`config.mk`:
```
export PLATFORM = sky130hd
export DESIGN_NAME = waveform_column_min_max_core
export DESIGN_NICKNAME = d
export VERILOG_FILES = /design/src/sv/wcmm_pkg.sv /design/src/sv/wcmm_tracker.sv /design/src/sv/wcmm_row_map.sv /design/src/sv/waveform_column_min_max_core.sv
export SDC_FILE = /design/constraint.sdc
export NUM_CORES = 2
export LEC_CHECK = 0
export BUFFER_PORTS_ARGS = -buffer_cell sky130_fd_sc_hd__buf_4
export CAP_MARGIN = 5
export CORE_AREA = 2 2 387 312
export CTS_BUF_LIST = sky130_fd_sc_hd__clkbuf_8
export DETAILED_ROUTE_END_ITERATION = 8
export DIE_AREA = 0 0 389 314
export PLACE_DENSITY_LB_ADDON = 0.15
export SKIP_LAST_GASP = 1
export SLEW_MARGIN = 20
export SYNTH_ARGS = -nofsm -noshare
export SYNTH_HDL_FRONTEND = slang
export SYNTH_HIERARCHICAL = 1
export SYNTH_SLANG_ARGS = --single-unit
```
`constraint.sdc`:
```
create_clock -name clk -period 10.5 [get_ports clk]
set_input_delay 0.525 -clock clk [delete_from_list [all_inputs] [get_ports clk]]
set_output_delay 0.525 -clock clk [all_outputs]
set_load 0.03 [all_outputs]
```
`src/sv/wcmm_pkg.sv`:
```
`default_nettype none
// ----------------------------------------------------------------------------
// wcmm_pkg
// Shared constants, register indexes and types for the waveform column
// min/max overview core.
// ----------------------------------------------------------------------------
package wcmm_pkg;

    localparam int MAX_COLUMNS = 4096;
    localparam int SAMPLE_BITS = 24;

    localparam int IDX_W     = 28;   // sample index
    localparam int COL_W     = 13;   // column counter / column count register
    localparam int FRAC_W    = 16;   // Q16.16 fraction bits
    localparam int ACC_W     = IDX_W + FRAC_W;
    localparam int SPC_W     = 32;
    localparam int SPC_INT_W = SPC_W - FRAC_W;
    localparam int HEIGHT_W  = 13;
    localparam int ROW_W     = 16;
    localparam int COL_OUT_W = 12;
    localparam int CFG_IDX_W = 2;
    localparam int CFG_DAT_W = 32;

    // register indexes
    localparam logic [CFG_IDX_W-1:0] REG_SPC    = 2'd0;
    localparam logic [CFG_IDX_W-1:0] REG_COLS   = 2'd1;
    localparam logic [CFG_IDX_W-1:0] REG_HEIGHT = 2'd2;
    localparam logic [CFG_IDX_W-1:0] REG_CLIP   = 2'd3;

    // reset values
    localparam logic [SPC_W-1:0]    SPC_ONE      = 32'h0001_0000;
    localparam logic [COL_W-1:0]    COLS_RESET   = 13'd1;
    localparam logic [HEIGHT_W-1:0] HEIGHT_RESET = 13'd100;

    // 0.5 in Q8.16
    localparam logic signed [SAMPLE_BITS-1:0] HALF_Q16 = 24'sd32768;

    typedef struct packed {
        logic [SPC_W-1:0]    samples_per_column;
        logic [COL_W-1:0]    column_count;
        logic [HEIGHT_W-1:0] view_height;
        logic                clip_enable;
    } cfg_t;

    // closed column, extremes already clipped when clipping is enabled
    typedef struct packed {
        logic [COL_OUT_W-1:0]          column;
        logic signed [SAMPLE_BITS-1:0] top_val;
        logic signed [SAMPLE_BITS-1:0] bot_val;
        logic                          last;
    } col_event_t;

endpackage
`default_nettype wire

```
`src/sv/wcmm_tracker.sv`:
```
`default_nettype none
// ----------------------------------------------------------------------------
// wcmm_tracker
// Column position tracking and running min/max; registers one closed-column
// event for the row scaling stage.
// ----------------------------------------------------------------------------
module wcmm_tracker
(
    input  wire logic                                   clk,
    input  wire logic                                   rst_n,
    input  wire logic                                   accept,
    input  wire logic signed [wcmm_pkg::SAMPLE_BITS-1:0] sample,
    input  wire logic                                   restart,
    input  wire wcmm_pkg::cfg_t                         cfg,
    input  wire logic                                   ev_take,
    output logic                                        ev_valid,
    output wcmm_pkg::col_event_t                        ev
);

    localparam int IW = wcmm_pkg::IDX_W;
    localparam int CW = wcmm_pkg::COL_W;
    localparam int AW = wcmm_pkg::ACC_W;
    localparam int SB = wcmm_pkg::SAMPLE_BITS;

    logic [IW-1:0]        idx_reg, idx_next, eff_idx, start;
    logic [CW-1:0]        col_reg, col_next, eff_col, cols;
    logic [AW-1:0]        acc_reg, acc_next, eff_acc;
    logic signed [SB-1:0] max_reg, max_next, eff_max;
    logic signed [SB-1:0] min_reg, min_next, eff_min;
    logic                 fin_reg, fin_next, eff_fin;
    logic                 ev_valid_reg, ev_valid_next;
    wcmm_pkg::col_event_t ev_reg, ev_next;

    logic [wcmm_pkg::SPC_W-1:0]     spc_eff;
    logic [wcmm_pkg::SPC_INT_W-1:0] spc_int;
    logic [IW:0]                    last_idx;
    logic                           active, close, final_col;
    logic signed [SB-1:0]           max_upd, min_upd;

    always_comb
    begin
        // restart: behave as if state had just been reset
        eff_idx = restart ? '0 : idx_reg;
        eff_col = restart ? '0 : col_reg;
        eff_acc = restart ? '0 : acc_reg;
        eff_max = restart ? '0 : max_reg;
        eff_min = restart ? '0 : min_reg;
        eff_fin = restart ? 1'b0 : fin_reg;

        spc_eff = (cfg.samples_per_column < wcmm_pkg::SPC_ONE) ?
                  wcmm_pkg::SPC_ONE : cfg.samples_per_column;
        spc_int = spc_eff[wcmm_pkg::SPC_W-1:wcmm_pkg::FRAC_W];
        cols    = (cfg.column_count > CW'(wcmm_pkg::MAX_COLUMNS)) ?
                  CW'(wcmm_pkg::MAX_COLUMNS) : cfg.column_count;

        start    = eff_acc[AW-1:wcmm_pkg::FRAC_W];
        last_idx = {1'b0, start} + (IW+1)'(spc_int) - (IW+1)'(1);

        active    = !eff_fin && (eff_col < cols) && (eff_idx >= start);
        close     = active && ({1'b0, eff_idx} >= last_idx);
        final_col = ({1'b0, eff_col} + (CW+1)'(1)) >= {1'b0, cols};

        max_upd = (active && (sample > eff_max)) ? sample : eff_max;
        min_upd = (active && (sample < eff_min)) ? sample : eff_min;

        // index saturates at all ones
        idx_next = (eff_idx != '1) ? eff_idx + IW'(1) : eff_idx;
        col_next = eff_col;
        acc_next = eff_acc;
        max_next = max_upd;
        min_next = min_upd;
        fin_next = eff_fin;
        if (close)
        begin
            max_next = '0;
            min_next = '0;
            acc_next = eff_acc + AW'(spc_eff);
            col_next = eff_col + CW'(1);
            fin_next = eff_fin | final_col;
        end

        ev_next.column  = eff_col[wcmm_pkg::COL_OUT_W-1:0];
        ev_next.top_val = (cfg.clip_enable && (max_upd > wcmm_pkg::HALF_Q16)) ?
                          wcmm_pkg::HALF_Q16 : max_upd;
        ev_next.bot_val = (cfg.clip_enable && (min_upd < -wcmm_pkg::HALF_Q16)) ?
                          -wcmm_pkg::HALF_Q16 : min_upd;
        ev_next.last    = final_col;

        if (accept && close)
            ev_valid_next = 1'b1;
        else if (ev_take)
            ev_valid_next = 1'b0;
        else
            ev_valid_next = ev_valid_reg;
    end

    always_ff @(posedge clk or negedge rst_n)
    begin
        if (!rst_n)
        begin
            idx_reg      <= '0;
            col_reg      <= '0;
            acc_reg      <= '0;
            max_reg      <= '0;
            min_reg      <= '0;
            fin_reg      <= 1'b0;
            ev_valid_reg <= 1'b0;
        end
        else
        begin
            ev_valid_reg <= ev_valid_next;
            if (accept)
            begin
                idx_reg <= idx_next;
                col_reg <= col_next;
                acc_reg <= acc_next;
                max_reg <= max_next;
                min_reg <= min_next;
                fin_reg <= fin_next;
            end
        end
    end

    always_ff @(posedge clk)
    begin
        if (accept && close)
            ev_reg <= ev_next;
    end

    assign ev_valid = ev_valid_reg;
    assign ev       = ev_reg;

`ifndef NO_ASSERTIONS
    // closing the final column ends the pass
    a_final_ends_pass: assert property (@(posedge clk) disable iff (!rst_n)
        (accept && close && final_col) |=> fin_reg)
        else $error("pass not finished after final column");

    // column counter never runs past the column limit
    a_col_range: assert property (@(posedge clk) disable iff (!rst_n)
        col_reg <= CW'(wcmm_pkg::MAX_COLUMNS))
        else $error("column counter beyond limit");

    // extremes start at zero, so max never drops below it and min never rises above
    a_extreme_sign: assert property (@(posedge clk) disable iff (!rst_n)
        (max_reg >= 0) && (min_reg <= 0))
        else $error("running extremes crossed zero");
`endif

endmodule
`default_nettype wire

```
`src/sv/wcmm_row_map.sv`:
```
`default_nettype none
// ----------------------------------------------------------------------------
// wcmm_row_map
// Maps a Q8.16 level to a pixel row: middle + floor(0.5 - v*height),
// saturated to 16 bits.
// ----------------------------------------------------------------------------
module wcmm_row_map
(
    input  wire logic signed [wcmm_pkg::SAMPLE_BITS-1:0] level,
    input  wire logic [wcmm_pkg::HEIGHT_W-1:0]           height,
    output logic signed [wcmm_pkg::ROW_W-1:0]           row
);

    localparam int SB     = wcmm_pkg::SAMPLE_BITS;
    localparam int HW     = wcmm_pkg::HEIGHT_W;
    localparam int PROD_W = SB + HW + 1;
    localparam int DIFF_W = PROD_W + 1;
    localparam int OFF_W  = DIFF_W - wcmm_pkg::FRAC_W;
    localparam int SUM_W  = OFF_W + 1;
    localparam logic signed [SUM_W-1:0] ROW_MAX = SUM_W'(32767);
    localparam logic signed [SUM_W-1:0] ROW_MIN = -SUM_W'(32768);

    logic signed [PROD_W-1:0] prod;
    logic signed [DIFF_W-1:0] diff;
    logic signed [OFF_W-1:0]  offset;
    logic signed [SUM_W-1:0]  mid, sum;

    always_comb
    begin
        prod   = level * $signed({1'b0, height});
        diff   = DIFF_W'(wcmm_pkg::HALF_Q16) - DIFF_W'(prod);
        // arithmetic shift = floor toward minus infinity
        offset = diff[DIFF_W-1:wcmm_pkg::FRAC_W];
        mid    = $signed(SUM_W'(height[HW-1:1]));
        sum    = SUM_W'(offset) + mid;
        if (sum > ROW_MAX)
            row = ROW_MAX[wcmm_pkg::ROW_W-1:0];
        else if (sum < ROW_MIN)
            row = ROW_MIN[wcmm_pkg::ROW_W-1:0];
        else
            row = sum[wcmm_pkg::ROW_W-1:0];
    end

endmodule
`default_nettype wire

```
`src/sv/waveform_column_min_max_core.sv`:
```
`default_nettype none
// ----------------------------------------------------------------------------
// waveform_column_min_max_core
// Min/max decimation of an audio sample stream into display columns.
// ----------------------------------------------------------------------------
//  channel   dir  handshake         content
//  s_*       in   tvalid/tready     sample (tdata), restart marker (tuser)
//  m_*       out  tvalid/tready     column, top/bottom rows (tdata), last col (tlast)
//  cfg_*     in   cfg_we            register index + write data, no read-back
//
//  Throughput: one sample request per cycle, except under m_tready back-pressure.
//  Path: a closing sample's column passes the event register, then row
//  scaling multiply into the output register, before it leaves.
//  Reset: registers to defaults (1.0 spc, 1 column, height 100, no clip),
//  tracking state and both pipeline valid flags cleared.
//  Stalls: m_tready low holds the output register; the event register
//  still fills, and only then does s_tready drop.
// ----------------------------------------------------------------------------
module waveform_column_min_max_core
(
    input  wire logic                              clk,
    input  wire logic                              rst_n,

    input  wire logic                              s_tvalid,
    output logic                                   s_tready,
    input  wire logic [23:0]                       s_tdata,   // [23:0] sample
    input  wire logic                              s_tuser,   // [0] restart

    output logic                                   m_tvalid,
    input  wire logic                              m_tready,
    output logic [47:0]                            m_tdata,   // [11:0] column,
                                                              // [27:12] top_row,
                                                              // [43:28] bottom_row,
                                                              // [47:44] zero
    output logic                                   m_tlast,   // last_column

    input  wire logic                              cfg_we,
    input  wire logic [wcmm_pkg::CFG_IDX_W-1:0]    cfg_index,
    input  wire logic [wcmm_pkg::CFG_DAT_W-1:0]    cfg_data
);

    localparam int ROW_W = wcmm_pkg::ROW_W;

    wcmm_pkg::cfg_t       cfg_reg;
    wcmm_pkg::col_event_t ev;
    logic                 ev_valid, ev_take, out_adv, accept;
    logic                 o_valid_reg, o_valid_next;
    logic [47:0]          o_data_reg;
    logic                 o_last_reg;
    logic signed [ROW_W-1:0] top_row, bottom_row;

    // ---- configuration registers -----------------------------------------
    always_ff @(posedge clk or negedge rst_n)
    begin
        if (!rst_n)
        begin
            cfg_reg.samples_per_column <= wcmm_pkg::SPC_ONE;
            cfg_reg.column_count       <= wcmm_pkg::COLS_RESET;
            cfg_reg.view_height        <= wcmm_pkg::HEIGHT_RESET;
            cfg_reg.clip_enable        <= 1'b0;
        end
        else if (cfg_we)
        begin
            unique case (cfg_index)
                wcmm_pkg::REG_SPC:    cfg_reg.samples_per_column <= cfg_data;
                wcmm_pkg::REG_COLS:   cfg_reg.column_count <=
                                          cfg_data[wcmm_pkg::COL_W-1:0];
                wcmm_pkg::REG_HEIGHT: cfg_reg.view_height <=
                                          cfg_data[wcmm_pkg::HEIGHT_W-1:0];
                wcmm_pkg::REG_CLIP:   cfg_reg.clip_enable <= cfg_data[0];
                default: ;
            endcase
        end
    end

    // ---- flow control ------------------------------------------------------
    // output register frees when empty or taken; event register drains into it
    assign out_adv  = !o_valid_reg || m_tready;
    assign ev_take  = ev_valid && out_adv;
    assign s_tready = !ev_valid || out_adv;
    assign accept   = s_tvalid && s_tready;

    // ---- column tracking ---------------------------------------------------
    wcmm_tracker u_tracker
    (
        .clk      (clk),
        .rst_n    (rst_n),
        .accept   (accept),
        .sample   ($signed(s_tdata[wcmm_pkg::SAMPLE_BITS-1:0])),
        .restart  (s_tuser),
        .cfg      (cfg_reg),
        .ev_take  (ev_take),
        .ev_valid (ev_valid),
        .ev       (ev)
    );

    // ---- row scaling for max and min --------------------------------------
    wcmm_row_map u_top_map
    (
        .level  (ev.top_val),
        .height (cfg_reg.view_height),
        .row    (top_row)
    );

    wcmm_row_map u_bot_map
    (
        .level  (ev.bot_val),
        .height (cfg_reg.view_height),
        .row    (bottom_row)
    );

    // ---- output register ---------------------------------------------------
    always_comb
    begin
        if (ev_take)
            o_valid_next = 1'b1;
        else if (m_tready)
            o_valid_next = 1'b0;
        else
            o_valid_next = o_valid_reg;
    end

    always_ff @(posedge clk or negedge rst_n)
    begin
        if (!rst_n)
            o_valid_reg <= 1'b0;
        else
            o_valid_reg <= o_valid_next;
    end

    always_ff @(posedge clk)
    begin
        if (ev_take)
        begin
            o_data_reg <= {4'b0000, bottom_row, top_row, ev.column};
            o_last_reg <= ev.last;
        end
    end

    assign m_tvalid = o_valid_reg;
    assign m_tdata  = o_data_reg;
    assign m_tlast  = o_last_reg;

`ifndef NO_ASSERTIONS
    // both pipeline registers full and output stalled: no new sample request
    a_full_blocks_input: assert property (@(posedge clk) disable iff (!rst_n)
        (ev_valid && o_valid_reg && !m_tready) |-> !s_tready)
        else $error("sample accepted with pipeline full");

    // output taken with nothing behind it empties the output register
    a_drain_empties: assert property (@(posedge clk) disable iff (!rst_n)
        (m_tvalid && m_tready && !ev_valid) |=> !m_tvalid)
        else $error("result repeated after drain");
`endif

endmodule
`default_nettype wire
```
# [Yosys cells after proc, flatten, opt, wreduce, memory -nomap -nowiden]
# Index checks and enable logic that the tools add are counted.
[totals] register_bits=301 input_bits=64 output_inout_bits=51 wordCells=95
[op_classes] addsub=10 multipliers=2 n_lt_le_gt_ge=14 eq_ne=4 n_mux=22 n_bitwise=1 reduce_logical=22
[op_table] operator="24-bit 2-to-1 mux" count=6
[op_table] operator="44-bit 2-to-1 mux" count=2
[op_table] operator="17-bit by 38-bit subtractor with 39-bit output, first input constant" count=2
[op_table] operator="24-bit by 14-bit multiplier with 38-bit output" count=2
[op_table] operator="24-bit by 16-bit < comparator with 1-bit output, second input constant" count=3
[op_table] operator="28-bit 2-to-1 mux" count=2
[op_table] operator="23-bit by 13-bit adder with 24-bit output" count=2
[op_table] operator="24-bit by 16-bit greater-than comparator with 1-bit output, second input constant" count=2
[op_table] operator="44-bit by 32-bit adder with 44-bit output" count=1
[op_table] operator="13-bit 2-to-1 mux" count=3
[op_table] operator="32-bit by 17-bit < comparator with 1-bit output, second input constant" count=1
[op_table] operator="16-bit 2-to-1 mux" count=2
[op_table] operator="32-bit 2-to-1 mux" count=1
[op_table] operator="28-bit by 16-bit adder with 29-bit output" count=1
[op_table] operator="28-bit by 29-bit >= comparator with 1-bit output" count=1
[op_table] operator="29-bit by 1-bit subtractor with 29-bit output, second input constant" count=1
[op_table] operator="28-bit by 1-bit adder with 28-bit output, second input constant" count=1
[op_table] operator="28-bit >= comparator" count=1
[op_table] operator="28-bit inequality test, second input constant" count=1
[op_table] operator="24-bit by 17-bit greater-than comparator with 1-bit output, second input constant" count=1
[op_table] operator="24-bit greater-than comparator" count=1
[op_table] operator="24-bit < comparator" count=1
[op_table] operator="13-bit by 1-bit adder with 14-bit output, second input constant" count=1
[op_table] operator="14-bit by 13-bit >= comparator with 1-bit output" count=1
[op_table] operator="13 further kinds" count=35

# [Depth between registers and ports, before layout]
[logic_depth] word_depth=9 mapped_depth=35

# [Hierarchy]
# Netlist, hierarchy kept.
[modules_own_cells] module="wcmm_tracker" instances=1 cells_each=1741 area_per_inst_um2=15930.3
[modules_own_cells] module="wcmm_row_map at u_top_map" instances=1 cells_each=1510 area_per_inst_um2=13142.6
[modules_own_cells] module="wcmm_row_map at u_bot_map" instances=1 cells_each=1497 area_per_inst_um2=13057.5
[modules_own_cells] module="waveform_column_min_max_core" instances=1 cells_each=184 area_per_inst_um2=3681.0

# [Least setup slack after synthesis]
# OpenSTA, ideal clock, no wires.
[synth_path] path_type="register to register" start="register cfg_reg[6] (netlist name)" end="register o_data_reg[37] (netlist: m_tdata[37]) (data pin)" setup_time_ps=265 arrival_ps=8928 path_slack_ps=1306 path_stages_with_launch=36 path_buffers=2 cell_sequence="dfstp_2 clkbuf_1 nand2_1 fa_1 inv_1 fa_1 inv_1 fa_1 fa_1 fa_1 inv_1 fa_1 inv_1 ha_1 nand4_1 nor2_1 nand2_1 nand2_1 o21a_1 nor2_1 xnor2_1 inv_1 fa_1 nor2b_1 o21a_1 o21ai_0 a211oi_1 nor2_1 a211o_1 nand3b_1 nor3b_1 and3_1 mux2_2 a222oi_1 buf_6 o32ai_2"
[synth_via] elab_chain_len=5
[synth_rtl] item="from (decl)" line="waveform_column_min_max_core.sv:44" rtl="wcmm_pkg::cfg_t cfg_reg;"
[synth_rtl] item="24-bit by 14-bit multiplier with 38-bit output" line="wcmm_row_map.sv:30" rtl="prod = level * $signed({1'b0, height});"
[synth_rtl] item="17-bit by 38-bit subtractor with 39-bit output" line="wcmm_row_map.sv:31" rtl="diff = DIFF_W'(wcmm_pkg::HALF_Q16) - DIFF_W'(prod);"
[synth_rtl] item="23-bit by 13-bit adder with 24-bit output *" line="wcmm_row_map.sv:35" rtl="sum = SUM_W'(offset) + mid;"
[synth_rtl] item="24-bit by 16-bit < comparator with 1-bit output" line="wcmm_row_map.sv:38" rtl="else if (sum < ROW_MIN)"
[synth_rtl] item="16-bit 2-to-1 mux" line="wcmm_row_map.sv:38"
[synth_rtl] item="to (signal assigned)" line="waveform_column_min_max_core.sv:135" rtl="o_data_reg <= {4'b0000, bottom_row, top_row, ev.column};"
[synth_rtl] item="to (decl)" line="waveform_column_min_max_core.sv:48" rtl="logic [47:0] o_data_reg;"
# Every way passes the cells marked *; elsewhere a longest branch is shown, timed or not.
# A chain may end at the register's enable or synchronous reset.

# [Worst setup path after layout]
[layout_path] start="register cfg_reg[3] (netlist name)" end="register o_data_reg[26] (netlist: m_tdata[26]) (data pin)"
# Same word-level chain as after synthesis.

==> results.json <==
{
  "status": "complete, no violations",
  "dieArea_um2": 122100,
  "die_h_um": 314,
  "place.gp.congestion": 0.8716,
  "mostFrequentLayoutCells": "863 x inv_1, 586 x fa_1, 478 x nand2_1, 478 x ha_1, 454 x and2_1",
  "clock_path_buffers": 3,
  "worstPathRequired_ps": 10940,
  "slew_viol_final": 0,
  "arrival_ps": 10280,
  "drt_iter0_drc": 2203,
  "route.detailed.drc": 0,
  "finClkSkew_ps": 54.59,
  "grt_pass1_wl_um": 205000,
  "max_freq_mhz": 101.6,
  "die_w_um": 389,
  "hp-class": "input pin to register",
  "antenna_found_initial": 25,
  "area_growth_syn_to_layout_pct": 8.284,
  "period_share_pct": 93.73,
  "htree_levels": 2,
  "critPathSlowestCell": "dfstp_2",
  "drt-total-wl_um": 127400,
  "hpwlAfterDp_um": 98240,
  "synth_area_leader_cell": "fa_1",
  "ys_async_sr_fraction_pct": 64.78,
  "rsz0062_at_grt": "no",
  "max-slew-margin-rel_pct": 32.73,
  "setup_violations": 0,
  "fin_nets": 6086,
  "ys_types": 117,
  "path_clk_slew_ps": 70,
  "routedWlPerCell_um": 19.40,
  "crit_fanout": 29,
  "grt.total_usage_pct": 21.23,
  "final_common_cell": "inv_1",
  "cts_tree": "done",
  "ys_seq_area_share_pct": 17.61,
  "fin_setup_tns_ps": 0,
  "ant_nets": 0,
  "critical_path.max_stage_delay_ps": 750,
  "fp.coreArea_um2": 118200,
  "min_from": "s_tdata[20]",
  "syn_area_per_cell_um2": 9.289,
  "worstSkewPairLatency_ps": 740,
  "grt_max_degree": 69,
  "cp_common_cell": "fa_1",
  "drive_gt1_share_pct": 8.472,
  "ios": 115,
  "vias": 34196,
  "min_path_cells": 2,
  "port_buffers": 110,
  "maxCapViolations": 0,
  "worst-setup-path-type": "register to register",
  "fin_crit_ps": 9841,
  "largest_reg_flops": 61,
  "synth-seq-cells": 301,
  "cts_buffers": 55,
  "dr.pass1.iters": 6,
  "synth_top_area_share_pct": 25.61,
  "rr_startpoint": "cfg_reg[3]$_DFFE_PN1P_",
  "cts_sinks": 301,
  "worst_slew_pin_slew_ps": 1009,
  "synth-main-ff-cell": "dfrtp_1",
  "row_count": 113,
  "synth_area_um2": 45810,
  "worstRegToRegCells": 29,
  "initial_core_util_pct": 38.76,
  "grt_overflow": 0,
  "worst_hold_slack_ps": 94.86,
  "endpoint_kind": "register",
  "syn_inst": 4932,
  "viasPerCell": 5.206,
  "synth_edf_count": 106,
  "cts-root-buf": "clkbuf_8",
  "grt_pass1_vias": 35486,
  "hold_viol": 0,
  "crit_start": "cfg_reg[3]$_DFFE_PN1P_",
  "ys.warnings.count": 6,
  "synth.area.top_cells": "fa_1 26%, ha_1 13%, dfrtp_1 10%",
  "critPathLaunchType": "register"
}
[repair_timing]
item | CTS | global route
resized for setup | 0 | 1
hold endpoints to repair | 86 | 0
hold buffers | 21 | 0
setup endpoints to repair | 0 | 12
buffers inserted | 0 | 0
[layout make-up]
class,count,area (um^2)
Tap cell,1552,1942
Clock inverter,42,436.7
Fill cell,11752,68590
Timing Repair Buffer,169,1390
Clock buffer,62,853.3
Sequential cell,301,8085
Inverter,852,3201
Multi-Input combinational cell,3579,33670
Antenna cell,11,27.53
[worst paths after layout]
check	end	slack [ps]
hold reg to reg	m_tdata[6]$_DFFE_PP_	420
setup / recovery	m_tdata[26]$_DFFE_PP_	660
max in group asynchronous	cfg_reg[12]$_DFFE_PN0P_	7920
min in group asynchronous	cfg_reg[18]$_DFFE_PN0P_	370
hold / removal	u_tracker/min_reg[20]$_DFFE_PN0P_	90
setup reg to reg	m_tdata[26]$_DFFE_PP_	660
[cell families (layout without fill, tap and decap cells)]
kind of cell	after synthesis	after routing	synth area share, %
flops	301	301	17.61
fa+ha+maj	1064	1064	38.66
simple gates	1478	1478	17.16
other cells	1	15	0.008186
xor+xnor	168	168	3.228
mux	115	115	2.797
buf+inv	1055	1125	8.942
compound gates	750	750	11.59
[cell usage after synthesis (all sizes together) (57+ instances only)]
| master | instances |
|---|---|
| inv | 851 |
| fa | 586 |
| ha | 478 |
| nand2 | 478 |
| and2 | 455 |
| a21oi | 209 |
| dfrtp | 190 |
| clkbuf | 146 |
| o21ai | 136 |
| nor2 | 117 |
| edfxtp | 106 |
| xnor2 | 103 |
| mux2 | 101 |
| nor2b | 73 |
| nor3 | 73 |
| nand3 | 67 |
| xor2 | 65 |
| a21o | 62 |
| a22o | 61 |
| buf | 57 |
[metal layers]
| metal | track usage (%) | part of all wire (%) |
|---|---|---|
| met5 | 0 | 0.10 |
| met4 | 3.365 | 1.4 |
| met3 | 3.470 | 6.2 |
| met2 | 31.15 | 41 |
| met1 | 33.07 | 51 |
[worst max-delay path: cells and delay by family (launching register included)]
family                     cells  cell delay (ps)
adders and majority gates      8             3790
buffers and inverters          5              720
AOI/OAI and AO/OA              8             2680
and+or+nand+nor                7             1360
xor gates and xnor gates       1              260
DFF                            1              750
[stage by stage]
step	cells	util (%)	area, um^2	setup WS (ps)
6_report	6568	41.97	49610	658.5
5_1_grt	6559	41.95	49580	59.09
4_1_cts	6557	41.94	49580	677.8
3_5_place_dp	6432	40.67	48070	717.2
3_3_place_gp	6432	40.67	48070	814.1
2_1_floorplan	4935	-	45820	1306
Power is not shown: default switching activity piles up to over one toggle a cycle in this logic, so the estimate is an artifact.
